`src/xoag_pkg.sv`:
```
// Shared types and constants for the x86 operand address generator.
// Holds operand kind, width and status codes, register file indexes and
// the item and result structs. No dependencies.
`timescale 1ns / 1ps

package xoag_pkg;

    // Register file geometry
    localparam int RF_DEPTH_DEF = 32;
    localparam int RF_DATA_W    = 32;
    localparam int REG_IDX_W    = 5;

    // Bank bases within the unified register file
    localparam logic [REG_IDX_W-1:0] SEG_BASE = 5'd9;
    localparam logic [REG_IDX_W-1:0] CR_BASE  = 5'd15;
    localparam logic [REG_IDX_W-1:0] DBG_BASE = 5'd20;

    // General registers used by 16-bit addressing
    localparam logic [REG_IDX_W-1:0] REG_BX = 5'd3;
    localparam logic [REG_IDX_W-1:0] REG_BP = 5'd5;
    localparam logic [REG_IDX_W-1:0] REG_SI = 5'd6;
    localparam logic [REG_IDX_W-1:0] REG_DI = 5'd7;

    // ModRM / SIB special codes
    localparam logic [1:0] MOD_NODISP = 2'd0;
    localparam logic [1:0] MOD_DISP8  = 2'd1;
    localparam logic [1:0] MOD_DISP32 = 2'd2;
    localparam logic [1:0] MOD_REG    = 2'd3;
    localparam logic [4:0] RM32_SIB    = 5'd4;
    localparam logic [4:0] RM32_DISP   = 5'd5;
    localparam logic [4:0] RM16_DISP   = 5'd6;
    localparam logic [2:0] SIB_NO_IDX  = 3'd4;
    localparam logic [2:0] SIB_NO_BASE = 3'd5;

    // Operations
    localparam logic OP_RESOLVE = 1'b0;
    localparam logic OP_WRITE   = 1'b1;

    typedef enum logic [3:0] {
        K_IMM      = 4'd0,
        K_MEM      = 4'd1,
        K_MOFFSET  = 4'd2,
        K_MEM_DISP = 4'd3,
        K_REG      = 4'd4,
        K_REG8     = 4'd5,
        K_SEG      = 4'd6,
        K_CR       = 4'd7,
        K_DBG      = 4'd8,
        K_REL      = 4'd9,
        K_FARPTR   = 4'd10,
        K_SIB      = 4'd11
    } t_kind;

    typedef enum logic [2:0] {
        WC_NONE  = 3'd0,
        WC_BYTE  = 3'd1,
        WC_WORD  = 3'd2,
        WC_DWORD = 3'd3,
        WC_IMM8  = 3'd4,
        WC_IMM16 = 3'd5
    } t_wc;

    typedef enum logic [1:0] {
        ST_OK       = 2'd0,
        ST_RESERVED = 2'd1,
        ST_INVALID  = 2'd2,
        ST_NOWIDTH  = 2'd3
    } t_status;

    // One decoded input item
    typedef struct packed {
        logic                 op;
        t_kind                kind;
        logic [2:0]           wc;
        logic                 addr16;
        logic [1:0]           mode;
        logic [REG_IDX_W-1:0] rfield;
        logic [1:0]           scale;
        logic [2:0]           isel;
        logic [2:0]           bsel;
        logic [31:0]          disp;
        logic [31:0]          imm;
        logic [15:0]          sel;
    } t_item;

    // Register file read data, two ports
    typedef struct packed {
        logic [RF_DATA_W-1:0] a;
        logic [RF_DATA_W-1:0] b;
    } t_rd;

    // One result item
    typedef struct packed {
        logic [47:0] value;
        logic [5:0]  bits;
        logic        is_addr;
        t_status     status;
    } t_result;

endpackage

```
`src/x86_operand_address_generator_unit.sv`:
```
// x86 operand address generator top level; uses xoag_pkg, xoag_regfile, xoag_resolve.
// A resolve transfer loads the read stage when it is accepted, then the result register
// when the read stage advances; the read stage holds it while the output is blocked.
// Throughput: one item per cycle, back to back; the input stalls only with both
// stages full and the output blocked. Write items give no result.
// Reset (synchronous, active low) empties both stages; the register file reads zero.
`timescale 1ns / 1ps

module x86_operand_address_generator_unit
    import xoag_pkg::*;
#(
    parameter int REGFILE_DEPTH = RF_DEPTH_DEF
) (
    input  logic         i_clk,
    input  logic         i_rst_n,
    input  logic         i_s_axis_tvalid,
    output logic         o_s_axis_tready,
    // tdata: width_code[2:0], addr16[3], mode[5:4], register_field[10:6],
    // scale[12:11], index_sel[15:13], base_sel[18:16], displacement[50:19],
    // immediate[82:51], segment_selector[98:83], zero[103:99]
    input  logic [103:0] i_s_axis_tdata,
    // tuser: operation[0], operand_kind[4:1]
    input  logic [4:0]   i_s_axis_tuser,
    output logic         o_m_axis_tvalid,
    input  logic         i_m_axis_tready,
    // tdata: value[47:0], value_bits[53:48], status[55:54]
    output logic [55:0]  o_m_axis_tdata,
    // tuser: is_address[0]
    output logic [0:0]   o_m_axis_tuser
);

    t_item   in_item;
    t_item   r_s1_item;
    logic    r_s1_valid;
    logic    n_s1_valid;
    logic    r_out_valid;
    t_result r_out;
    t_result res;
    t_rd     rd;
    logic    s_accept;
    logic    adv;
    logic    is_write;
    logic    is_resolve;

    // unpack the input transfer
    always_comb begin
        in_item.op     = i_s_axis_tuser[0];
        in_item.kind   = t_kind'(i_s_axis_tuser[4:1]);
        in_item.wc     = i_s_axis_tdata[2:0];
        in_item.addr16 = i_s_axis_tdata[3];
        in_item.mode   = i_s_axis_tdata[5:4];
        in_item.rfield = i_s_axis_tdata[10:6];
        in_item.scale  = i_s_axis_tdata[12:11];
        in_item.isel   = i_s_axis_tdata[15:13];
        in_item.bsel   = i_s_axis_tdata[18:16];
        in_item.disp   = i_s_axis_tdata[50:19];
        in_item.imm    = i_s_axis_tdata[82:51];
        in_item.sel    = i_s_axis_tdata[98:83];
    end

    // handshake
    assign adv             = !r_out_valid || i_m_axis_tready;
    assign o_s_axis_tready = adv || !r_s1_valid;
    assign s_accept        = i_s_axis_tvalid && o_s_axis_tready;
    assign is_write        = s_accept && (in_item.op == OP_WRITE);
    assign is_resolve      = s_accept && (in_item.op == OP_RESOLVE);

    xoag_regfile #(
        .DEPTH (REGFILE_DEPTH)
    ) u_regfile (
        .i_clk   (i_clk),
        .i_rst_n (i_rst_n),
        .i_we    (is_write),
        .i_re    (is_resolve),
        .i_item  (in_item),
        .o_rd    (rd)
    );

    xoag_resolve u_resolve (
        .i_item (r_s1_item),
        .i_rd   (rd),
        .o_res  (res)
    );

    // read stage holds the item while its register reads come back
    always_comb begin
        if (is_resolve) begin
            n_s1_valid = 1'b1;
        end else if (adv) begin
            n_s1_valid = 1'b0;
        end else begin
            n_s1_valid = r_s1_valid;
        end
    end

    always_ff @(posedge i_clk) begin
        if (!i_rst_n) begin
            r_s1_valid <= 1'b0;
        end else begin
            r_s1_valid <= n_s1_valid;
        end
    end

    always_ff @(posedge i_clk) begin
        if (is_resolve) begin
            r_s1_item <= in_item;
        end
    end

    // result register
    always_ff @(posedge i_clk) begin
        if (!i_rst_n) begin
            r_out_valid <= 1'b0;
        end else if (adv) begin
            r_out_valid <= r_s1_valid;
        end
    end

    always_ff @(posedge i_clk) begin
        if (adv) begin
            r_out <= res;
        end
    end

    assign o_m_axis_tvalid   = r_out_valid;
    assign o_m_axis_tdata    = {r_out.status, r_out.bits, r_out.value};
    assign o_m_axis_tuser[0] = r_out.is_addr;

    // input stalls only with both stages full and the output blocked
    a_ready_low: assert property (@(posedge i_clk) disable iff (!i_rst_n)
        !o_s_axis_tready |-> (r_s1_valid && r_out_valid && !i_m_axis_tready))
        else $error("input stalled with room in the pipeline");

    // a resolve transfer always occupies the read stage next cycle
    a_resolve_loads: assert property (@(posedge i_clk) disable iff (!i_rst_n)
        is_resolve |=> r_s1_valid)
        else $error("resolve transfer lost");

    // a write transfer never creates a result
    a_write_no_item: assert property (@(posedge i_clk) disable iff (!i_rst_n)
        is_write |=> !r_s1_valid)
        else $error("write transfer entered the result path");

    // error results carry status alone
    a_error_clean: assert property (@(posedge i_clk) disable iff (!i_rst_n)
        (r_out_valid && r_out.status != ST_OK) |->
        (r_out.value == '0 && r_out.bits == '0 && !r_out.is_addr))
        else $error("error result carries data");

endmodule

```
`src/xoag_ram.sv`:
```
// Generic RAM: one write port, two read ports with registered read data.
// No dependencies.
`timescale 1ns / 1ps

module xoag_ram #(
    parameter int WIDTH = 32,
    parameter int DEPTH = 32
) (
    input  logic                     i_clk,
    input  logic                     i_we,
    input  logic [$clog2(DEPTH)-1:0] i_waddr,
    input  logic [WIDTH-1:0]         i_wdata,
    input  logic                     i_re,
    input  logic [$clog2(DEPTH)-1:0] i_raddr_a,
    input  logic [$clog2(DEPTH)-1:0] i_raddr_b,
    output logic [WIDTH-1:0]         o_rdata_a,
    output logic [WIDTH-1:0]         o_rdata_b
);

    logic [WIDTH-1:0] r_mem [DEPTH];

    // write port
    always_ff @(posedge i_clk) begin
        if (i_we) begin
            r_mem[i_waddr] <= i_wdata;
        end
    end

    // registered read ports
    always_ff @(posedge i_clk) begin
        if (i_re) begin
            o_rdata_a <= r_mem[i_raddr_a];
            o_rdata_b <= r_mem[i_raddr_b];
        end
    end

endmodule

```
`src/xoag_regfile.sv`:
```
// Unified register file: RAM plus per-entry valid bits for the zero reset.
// Picks both read addresses from the incoming item. Uses xoag_pkg, xoag_ram.
`timescale 1ns / 1ps

module xoag_regfile
    import xoag_pkg::*;
#(
    parameter int DEPTH = RF_DEPTH_DEF
) (
    input  logic                 i_clk,
    input  logic                 i_rst_n,
    input  logic                 i_we,
    input  logic                 i_re,
    input  t_item                i_item,
    output t_rd                  o_rd
);

    localparam int AW = $clog2(DEPTH);

    logic [REG_IDX_W-1:0] addr_a;
    logic [REG_IDX_W-1:0] addr_b;
    logic                 in_a;
    logic                 in_b;
    logic                 in_w;
    logic                 we;
    logic                 byte_sel;
    logic [DEPTH-1:0]     r_valid;
    logic                 r_ok_a;
    logic                 r_ok_b;
    logic [RF_DATA_W-1:0] rdata_a;
    logic [RF_DATA_W-1:0] rdata_b;

    // read address selection; port A carries the base (the index for SIB),
    // port B the index (the base for SIB)
    always_comb begin
        byte_sel = (i_item.wc == WC_BYTE) || (i_item.kind == K_REG8);
        addr_a   = i_item.rfield;
        addr_b   = i_item.rfield;
        case (i_item.kind)
            K_SIB: begin
                addr_a = {2'b00, i_item.isel};
                addr_b = {2'b00, i_item.bsel};
            end
            K_MEM, K_MEM_DISP: begin
                if (i_item.addr16) begin
                    case (i_item.rfield[2:0])
                        3'd0, 3'd1, 3'd7: addr_a = REG_BX;
                        default:          addr_a = REG_BP;
                    endcase
                    addr_b = i_item.rfield[0] ? REG_DI : REG_SI;
                end
            end
            K_REG, K_REG8: begin
                // AH..BH live in bits 15:8 of the first four registers
                if (byte_sel && i_item.rfield[2]) begin
                    addr_a = {3'b000, i_item.rfield[1:0]};
                end
            end
            K_SEG:   addr_a = SEG_BASE + i_item.rfield;
            K_CR:    addr_a = CR_BASE + i_item.rfield;
            K_DBG:   addr_a = DBG_BASE + i_item.rfield;
            default: addr_a = i_item.rfield;
        endcase
    end

    // indexes past the depth read as zero and ignore writes
    assign in_a = ({1'b0, addr_a} < 6'(DEPTH));
    assign in_b = ({1'b0, addr_b} < 6'(DEPTH));
    assign in_w = ({1'b0, i_item.rfield} < 6'(DEPTH));
    assign we   = i_we && in_w;

    xoag_ram #(
        .WIDTH (RF_DATA_W),
        .DEPTH (DEPTH)
    ) u_ram (
        .i_clk     (i_clk),
        .i_we      (we),
        .i_waddr   (i_item.rfield[AW-1:0]),
        .i_wdata   (i_item.imm),
        .i_re      (i_re),
        .i_raddr_a (addr_a[AW-1:0]),
        .i_raddr_b (addr_b[AW-1:0]),
        .o_rdata_a (rdata_a),
        .o_rdata_b (rdata_b)
    );

    // entry valid bits, cleared by reset
    always_ff @(posedge i_clk) begin
        if (!i_rst_n) begin
            r_valid <= '0;
        end else if (we) begin
            r_valid[i_item.rfield[AW-1:0]] <= 1'b1;
        end
    end

    // valid flags travel with the registered read data
    always_ff @(posedge i_clk) begin
        if (!i_rst_n) begin
            r_ok_a <= 1'b0;
            r_ok_b <= 1'b0;
        end else if (i_re) begin
            r_ok_a <= in_a && r_valid[addr_a[AW-1:0]];
            r_ok_b <= in_b && r_valid[addr_b[AW-1:0]];
        end
    end

    assign o_rd.a = r_ok_a ? rdata_a : '0;
    assign o_rd.b = r_ok_b ? rdata_b : '0;

endmodule

```
`src/xoag_resolve.sv`:
```
// Operand resolve logic: constant, register or effective address from an
// item and its two register reads. Uses xoag_pkg.
`timescale 1ns / 1ps

module xoag_resolve
    import xoag_pkg::*;
(
    input  t_item   i_item,
    input  t_rd     i_rd,
    output t_result o_res
);

    logic [47:0] val;
    logic [5:0]  bits;
    logic        isaddr;
    t_status     st;
    logic [5:0]  plain;
    logic        rf_bad;
    logic [31:0] d8;
    logic [31:0] d;
    logic [15:0] b16;
    logic [31:0] sib_idx;
    logic [31:0] sib_base;
    logic [31:0] sib_d;
    logic [31:0] sum32;

    always_comb begin
        // width codes 1..3
        case (i_item.wc)
            WC_BYTE:  plain = 6'd8;
            WC_WORD:  plain = 6'd16;
            WC_DWORD: plain = 6'd32;
            default:  plain = 6'd0;
        endcase

        rf_bad = (i_item.rfield[4:3] != 2'b00);
        d8     = {{24{i_item.disp[7]}}, i_item.disp[7:0]};
        d      = (i_item.mode == MOD_DISP8) ? d8 : i_item.disp;

        // 16-bit address term: base plus index, or base or index alone
        case (i_item.rfield[2:0])
            3'd4, 3'd5: b16 = i_rd.b[15:0];
            3'd6, 3'd7: b16 = i_rd.a[15:0];
            default:    b16 = i_rd.a[15:0] + i_rd.b[15:0];
        endcase

        // SIB terms
        sib_idx  = (i_item.isel == SIB_NO_IDX) ? '0 : (i_rd.a << i_item.scale);
        sib_base = (i_item.bsel == SIB_NO_BASE && i_item.mode == MOD_NODISP) ? '0 : i_rd.b;
        if (i_item.mode == MOD_DISP8) begin
            sib_d = d8;
        end else if (i_item.mode == MOD_DISP32 || i_item.bsel == SIB_NO_BASE) begin
            sib_d = i_item.disp;
        end else begin
            sib_d = '0;
        end
        sum32 = sib_base + sib_idx + sib_d;

        val    = '0;
        bits   = '0;
        isaddr = 1'b0;
        st     = ST_OK;

        if (i_item.wc > WC_IMM16) begin
            st = ST_NOWIDTH;
        end else begin
            case (i_item.kind)
                K_IMM: begin
                    case (i_item.wc)
                        WC_BYTE, WC_IMM8:  bits = 6'd8;
                        WC_WORD, WC_IMM16: bits = 6'd16;
                        WC_DWORD:          bits = 6'd32;
                        default:           bits = 6'd0;
                    endcase
                    case (bits)
                        6'd8:    val = {40'b0, i_item.imm[7:0]};
                        6'd16:   val = {32'b0, i_item.imm[15:0]};
                        6'd32:   val = {16'b0, i_item.imm};
                        default: st = ST_NOWIDTH;
                    endcase
                end
                K_MEM: begin
                    if (rf_bad) begin
                        st = ST_INVALID;
                    end else if (i_item.addr16) begin
                        if (i_item.rfield == RM16_DISP) begin
                            st = ST_INVALID;
                        end
                        val  = {32'b0, b16};
                        bits = 6'd16;
                    end else begin
                        if (i_item.rfield == RM32_SIB || i_item.rfield == RM32_DISP) begin
                            st = ST_INVALID;
                        end
                        val  = {16'b0, i_rd.a};
                        bits = 6'd32;
                    end
                    isaddr = 1'b1;
                end
                K_MOFFSET: begin
                    bits   = plain;
                    val    = {16'b0, i_item.disp};
                    isaddr = 1'b1;
                    if (plain == 6'd0) begin
                        st = ST_NOWIDTH;
                    end
                end
                K_MEM_DISP: begin
                    if (rf_bad || i_item.mode == MOD_REG) begin
                        st = ST_INVALID;
                    end else if (i_item.addr16) begin
                        if (i_item.mode == MOD_NODISP) begin
                            if (i_item.rfield != RM16_DISP) begin
                                st = ST_INVALID;
                            end
                            val = {32'b0, i_item.disp[15:0]};
                        end else begin
                            val = {32'b0, b16 + d[15:0]};
                        end
                        bits = 6'd16;
                    end else begin
                        if (i_item.mode == MOD_NODISP) begin
                            if (i_item.rfield != RM32_DISP) begin
                                st = ST_INVALID;
                            end
                            val = {16'b0, i_item.disp};
                        end else begin
                            if (i_item.rfield == RM32_SIB) begin
                                st = ST_INVALID;
                            end
                            val = {16'b0, i_rd.a + d};
                        end
                        bits = 6'd32;
                    end
                    isaddr = 1'b1;
                end
                K_REG, K_REG8: begin
                    if (rf_bad) begin
                        st = ST_INVALID;
                    end else if (i_item.wc == WC_BYTE || i_item.kind == K_REG8) begin
                        bits = 6'd8;
                        val  = {40'b0, (i_item.rfield[2] ? i_rd.a[15:8] : i_rd.a[7:0])};
                    end else if (i_item.wc == WC_WORD) begin
                        bits = 6'd16;
                        val  = {32'b0, i_rd.a[15:0]};
                    end else begin
                        bits = 6'd32;
                        val  = {16'b0, i_rd.a};
                    end
                end
                K_SEG: begin
                    if (rf_bad) begin
                        st = ST_INVALID;
                    end else if (i_item.rfield[2:1] == 2'b11) begin
                        st = ST_RESERVED;
                    end else begin
                        bits = 6'd16;
                        val  = {32'b0, i_rd.a[15:0]};
                    end
                end
                K_CR: begin
                    if (rf_bad) begin
                        st = ST_INVALID;
                    end else if (i_item.rfield == 5'd1 || i_item.rfield >= 5'd5) begin
                        st = ST_RESERVED;
                    end else begin
                        bits = 6'd32;
                        val  = {16'b0, i_rd.a};
                    end
                end
                K_DBG: begin
                    if (rf_bad) begin
                        st = ST_INVALID;
                    end else if (i_item.rfield == 5'd4 || i_item.rfield == 5'd5) begin
                        st = ST_RESERVED;
                    end else begin
                        bits = 6'd32;
                        val  = {16'b0, i_rd.a};
                    end
                end
                K_REL: begin
                    bits = plain;
                    case (plain)
                        6'd8:    val = {40'b0, i_item.imm[7:0]};
                        6'd16:   val = {32'b0, i_item.imm[15:0]};
                        6'd32:   val = {16'b0, i_item.imm};
                        default: st = ST_NOWIDTH;
                    endcase
                end
                K_FARPTR: begin
                    if (i_item.wc == WC_DWORD) begin
                        bits = 6'd48;
                        val  = {i_item.sel, i_item.imm};
                    end else begin
                        bits = 6'd32;
                        val  = {16'b0, i_item.sel, i_item.imm[15:0]};
                    end
                end
                K_SIB: begin
                    if (i_item.mode == MOD_REG) begin
                        st = ST_INVALID;
                    end
                    val    = {16'b0, sum32};
                    bits   = 6'd32;
                    isaddr = 1'b1;
                end
                default: st = ST_INVALID;
            endcase
        end

        // errors carry status only
        if (st != ST_OK) begin
            val    = '0;
            bits   = '0;
            isaddr = 1'b0;
        end

        o_res.value   = val;
        o_res.bits    = bits;
        o_res.is_addr = isaddr;
        o_res.status  = st;
    end

endmodule
```
`config.mk`:
```
export PLATFORM = sky130hd
export DESIGN_NAME = x86_operand_address_generator_unit
export DESIGN_NICKNAME = d
export VERILOG_FILES = /design/src/xoag_pkg.sv /design/src/x86_operand_address_generator_unit.sv /design/src/xoag_ram.sv /design/src/xoag_regfile.sv /design/src/xoag_resolve.sv
export SDC_FILE = /design/constraint.sdc
export NUM_CORES = 2
export LEC_CHECK = 0
export BUFFER_PORTS_ARGS = -buffer_cell sky130_fd_sc_hd__clkbuf_2
export CAP_MARGIN = 40
export CELL_PAD_IN_SITES_DETAIL_PLACEMENT = 1
export CELL_PAD_IN_SITES_GLOBAL_PLACEMENT = 1
export CORE_MARGIN = 4
export CORE_UTILIZATION = 40
export DETAILED_ROUTE_END_ITERATION = 8
export GPL_ROUTABILITY_DRIVEN = 0
export HOLD_SLACK_MARGIN = 0.05
export PLACE_DENSITY = 0.73
export SLEW_MARGIN = 20
export SYNTH_ARGS = -nofsm -noshare
export SYNTH_HDL_FRONTEND = slang
export SYNTH_SLANG_ARGS = --single-unit
```
`constraint.sdc`:
```
create_clock -name i_clk -period 21.1 [get_ports i_clk]
set_input_delay 2.11 -clock i_clk [delete_from_list [all_inputs] [get_ports i_clk]]
set_output_delay 2.11 -clock i_clk [all_outputs]
set_load 0.02 [all_outputs]
```
==> impl_metrics.env <==
export IMPL_root_buffer="clkbuf_16"
export IMPL_cp_cell_sequence="clkbuf_2 -> and4b_1 -> a21oi_1 -> o21a_4 -> buf_4 -> buf_4 -> buf_4 -> buf_4 -> a211oi_1 -> a311oi_1 -> a211oi_1 -> a211oi_1 -> a21o_1"
export IMPL_dr_pass1_iters=8
export IMPL_cp_start_kind="input pin"
export IMPL_num_rows=152
export IMPL_hold_slack_ns=0.480
export IMPL_power_leakage_nw=26.8
export IMPL_hold_buffers=0
export IMPL_worst_path_max_fanout=70
export IMPL_drt_iter0_markers=6589
export IMPL_core_area_um2=172000
export IMPL_synth_distinct_cells=90
export IMPL_ant_nets=0
export IMPL_p_total_mw=6.23
export IMPL_dieArea_um2=180000
export IMPL_critPathKind="input pin to flop"
export IMPL_wirelength_um=263000
export IMPL_crit_buf_inv=5
export IMPL_cts_htree_levels=4
export IMPL_synth_seq_area_share=0.551
export IMPL_grt_pass1_vias=58900
export IMPL_period_minus_slack_ns=6.87
export IMPL_hold_viol_final=0
export IMPL_max_freq_mhz=146
export IMPL_clock_sinks=1281
export IMPL_finalSetupViolCount=0
export IMPL_grt_pass1_wl_um=385000
export IMPL_ys_ff_latch=1281
export IMPL_cpMostUsedCell="buf_4"
export IMPL_wl_per_cell_um=29.3
export IMPL_grt_antenna_before_repair=24
export IMPL_post_cts_buffers=0
export IMPL_synth_top_family_by_area="compound AO/OA/AOI/OAI gates"
export IMPL_vias_per_cell=6.44
export IMPL_synthMuxAreaShare=0.0139
export IMPL_cts_clk_slew_worst_paths_ns=0.06
export IMPL_critPathMaxStageDelay_ns=0.75
export IMPL_synth_edf_count=1245
export IMPL_powerDensity_nw_per_um2=80.5
export IMPL_hp_class="flop to flop"
export IMPL_endpoint_kind="flop"
export IMPL_final_nets=6788
export IMPL_cts_buffers=142
export IMPL_num_fill_cells=18500
export IMPL_numPortBuffers=163
export IMPL_syn_avg_cell_area_um2=10.4
export IMPL_worstPathRequired_ns=21.77
export IMPL_track_usage=0.284
export IMPL_outcome="complete, no violations"
export IMPL_fp_dieH_um=424
export IMPL_layout_drive_gt1_share=0.0910
export IMPL_grt_setup_unrepaired="no"
export IMPL_drv_cap=0
export IMPL_vias=57800
export IMPL_tightest_slew_ns=0.991
export IMPL_dpl_worst_slack_ns=13.52
export IMPL_tns_ns=0
export IMPL_cpLargestDelayFamily="buffers and inverters"
export IMPL_period_share=0.326
export IMPL_synthAdderAreaFrac=0.0262
export IMPL_netlist_instances=6634
export IMPL_yosysWarnings=0
export IMPL_synth_ff_type="edfxtp_1"
export IMPL_grt_ovfl_total=0
export IMPL_synth_compound_area_frac=0.203
export IMPL_pin_count=172
export IMPL_slowest_stage="buf_4"
export IMPL_clock_path_buffers=3
export IMPL_die_w_um=424
export IMPL_synth_xor_area_frac=0.00962
export IMPL_dp_hpwl_um=162000
export IMPL_worst_ep_arrival_time_ns=7.55
export IMPL_finClkSkew_ns=0.0355
export IMPL_yosys_area_share_simple=0.158
export IMPL_synth_area_um2=69200
export IMPL_start_util=0.403
export IMPL_postLayoutSetupSlackWorst_ns=14.23
export IMPL_cts_tree="built"
export IMPL_synth_async_reset_ratio=0
export IMPL_r2r_setup_slack_ns=14.28
export IMPL_slew_headroom=0.331
export IMPL_cts_resized=0
export IMPL_clk_latency_ns=0.80
export IMPL_grt_max_degree=153
export IMPL_drc_errors=0
export IMPL_synthToLayoutAreaGrowth_pct=11.9
export IMPL_maxSlewViolCount=0
export IMPL_vdd_drop_max_mv=0.0936
==> layer usage <==
| layer | global-route usage | wire (µm) |
|---|---|---|
| met3 | 0.0515 | 22200 |
| met5 | 0 | 77 |
| met1 | 0.372 | 106000 |
| met2 | 0.456 | 122000 |
| met4 | 0.137 | 13200 |
==> kinds of logic after synthesis <==
| family | Yosys count |
|---|---|
| AND/OR/NAND/NOR | 2400 |
| AO/OA/AOI/OAI | 1970 |
| flip-flops | 1281 |
| buffers and inverters | 686 |
| adder cells (fa/ha/maj) | 125 |
| multiplexers | 95 |
| XOR/XNOR | 76 |
| other | 1 |
==> cell usage in the layout, fill, tap and decap left out, drive strengths merged, types with 144 or more instances in the layout <==
| master | instances |
|---|---|
| clkbuf | 353 |
| nand2 | 1413 |
| edfxtp | 1245 |
| a211oi | 702 |
| a31oi | 222 |
| nand3 | 144 |
| and2 | 500 |
| a311oi | 205 |
| a21oi | 241 |
| nor2 | 164 |
| buf | 176 |
==> cells in the mapped netlist (all sizes together) (38+ instances only) <==
cell type	instances	area, µm²
a311oi	205	1800
xnor2	50	438
a211oi	702	5280
nand2	1413	5300
o211ai	83	628
edfxtp	1245	37400
a22oi	42	315
clkbuf	496	1860
o21ai	133	669
o21a	50	375
inv	123	462
buf	67	298
a21o	74	556
nor2	164	616
nor3	38	190
nand3	144	721
a21oi	241	1210
a31oi	222	1390
mux2i	88	881
o31ai	43	323
ha	80	1000
and2	500	3130
==> power breakdown <==
part	leakage [nW]	total [mW]	internal, mW	switching, mW
registers	11.7	2.88	2.84	0.0406
clock network	2.09	2.38	1.35	1.03
logic	13.0	0.976	0.299	0.677
==> registers in the layout (all words and copies together) (netlist names) <==
signal and cells:
o_m_axis_tvalid 1, u_regfile.r_valid 32, u_regfile.r_ok_a 1, o_m_axis_tuser 1, u_regfile.r_ok_b 1, u_regfile.u_ram.o_rdata_a 32
u_regfile.u_ram.o_rdata_b 32, r_s1_item 103, r_s1_valid 1, u_regfile.u_ram.r_mem 1024, o_m_axis_tdata 53
==> final cells by class <==
class                      count  area, µm²  area share
timing repair buffer         342       2720      0.0352
sequential                  1281      38100       0.492
multi-input combinational   4669      28900       0.373
inverter                     123        462     0.00596
clock inverter                59        462     0.00596
tap                         2310       2890      0.0373
antenna                       11       27.5    0.000356
clock buffer                 187       3850      0.0497
==> worst paths after layout <==
kind                              from                            end  cells past startpoint
hold / removal    u_regfile.r_valid[8]           u_regfile.r_valid[8]                      1
hold reg to reg   u_regfile.r_valid[8]           u_regfile.r_valid[8]                      1
setup reg to reg      u_regfile.r_ok_a             o_m_axis_tdata[31]                     20
setup / recovery     i_s_axis_tuser[3]  u_regfile.u_ram.o_rdata_a[25]                     13
==> metrics by stage <==
stage                      util  cell area [µm²]  std cells
after floorplan               -            69200       6636
after global placement    0.420            72100       8670
after detailed placement  0.424            72800       8710
after CTS                 0.449            77100       8956
after global routing      0.451            77400       8975
final                     0.451            77400       8982
Note: power is estimated with default switching activity, not from simulation.
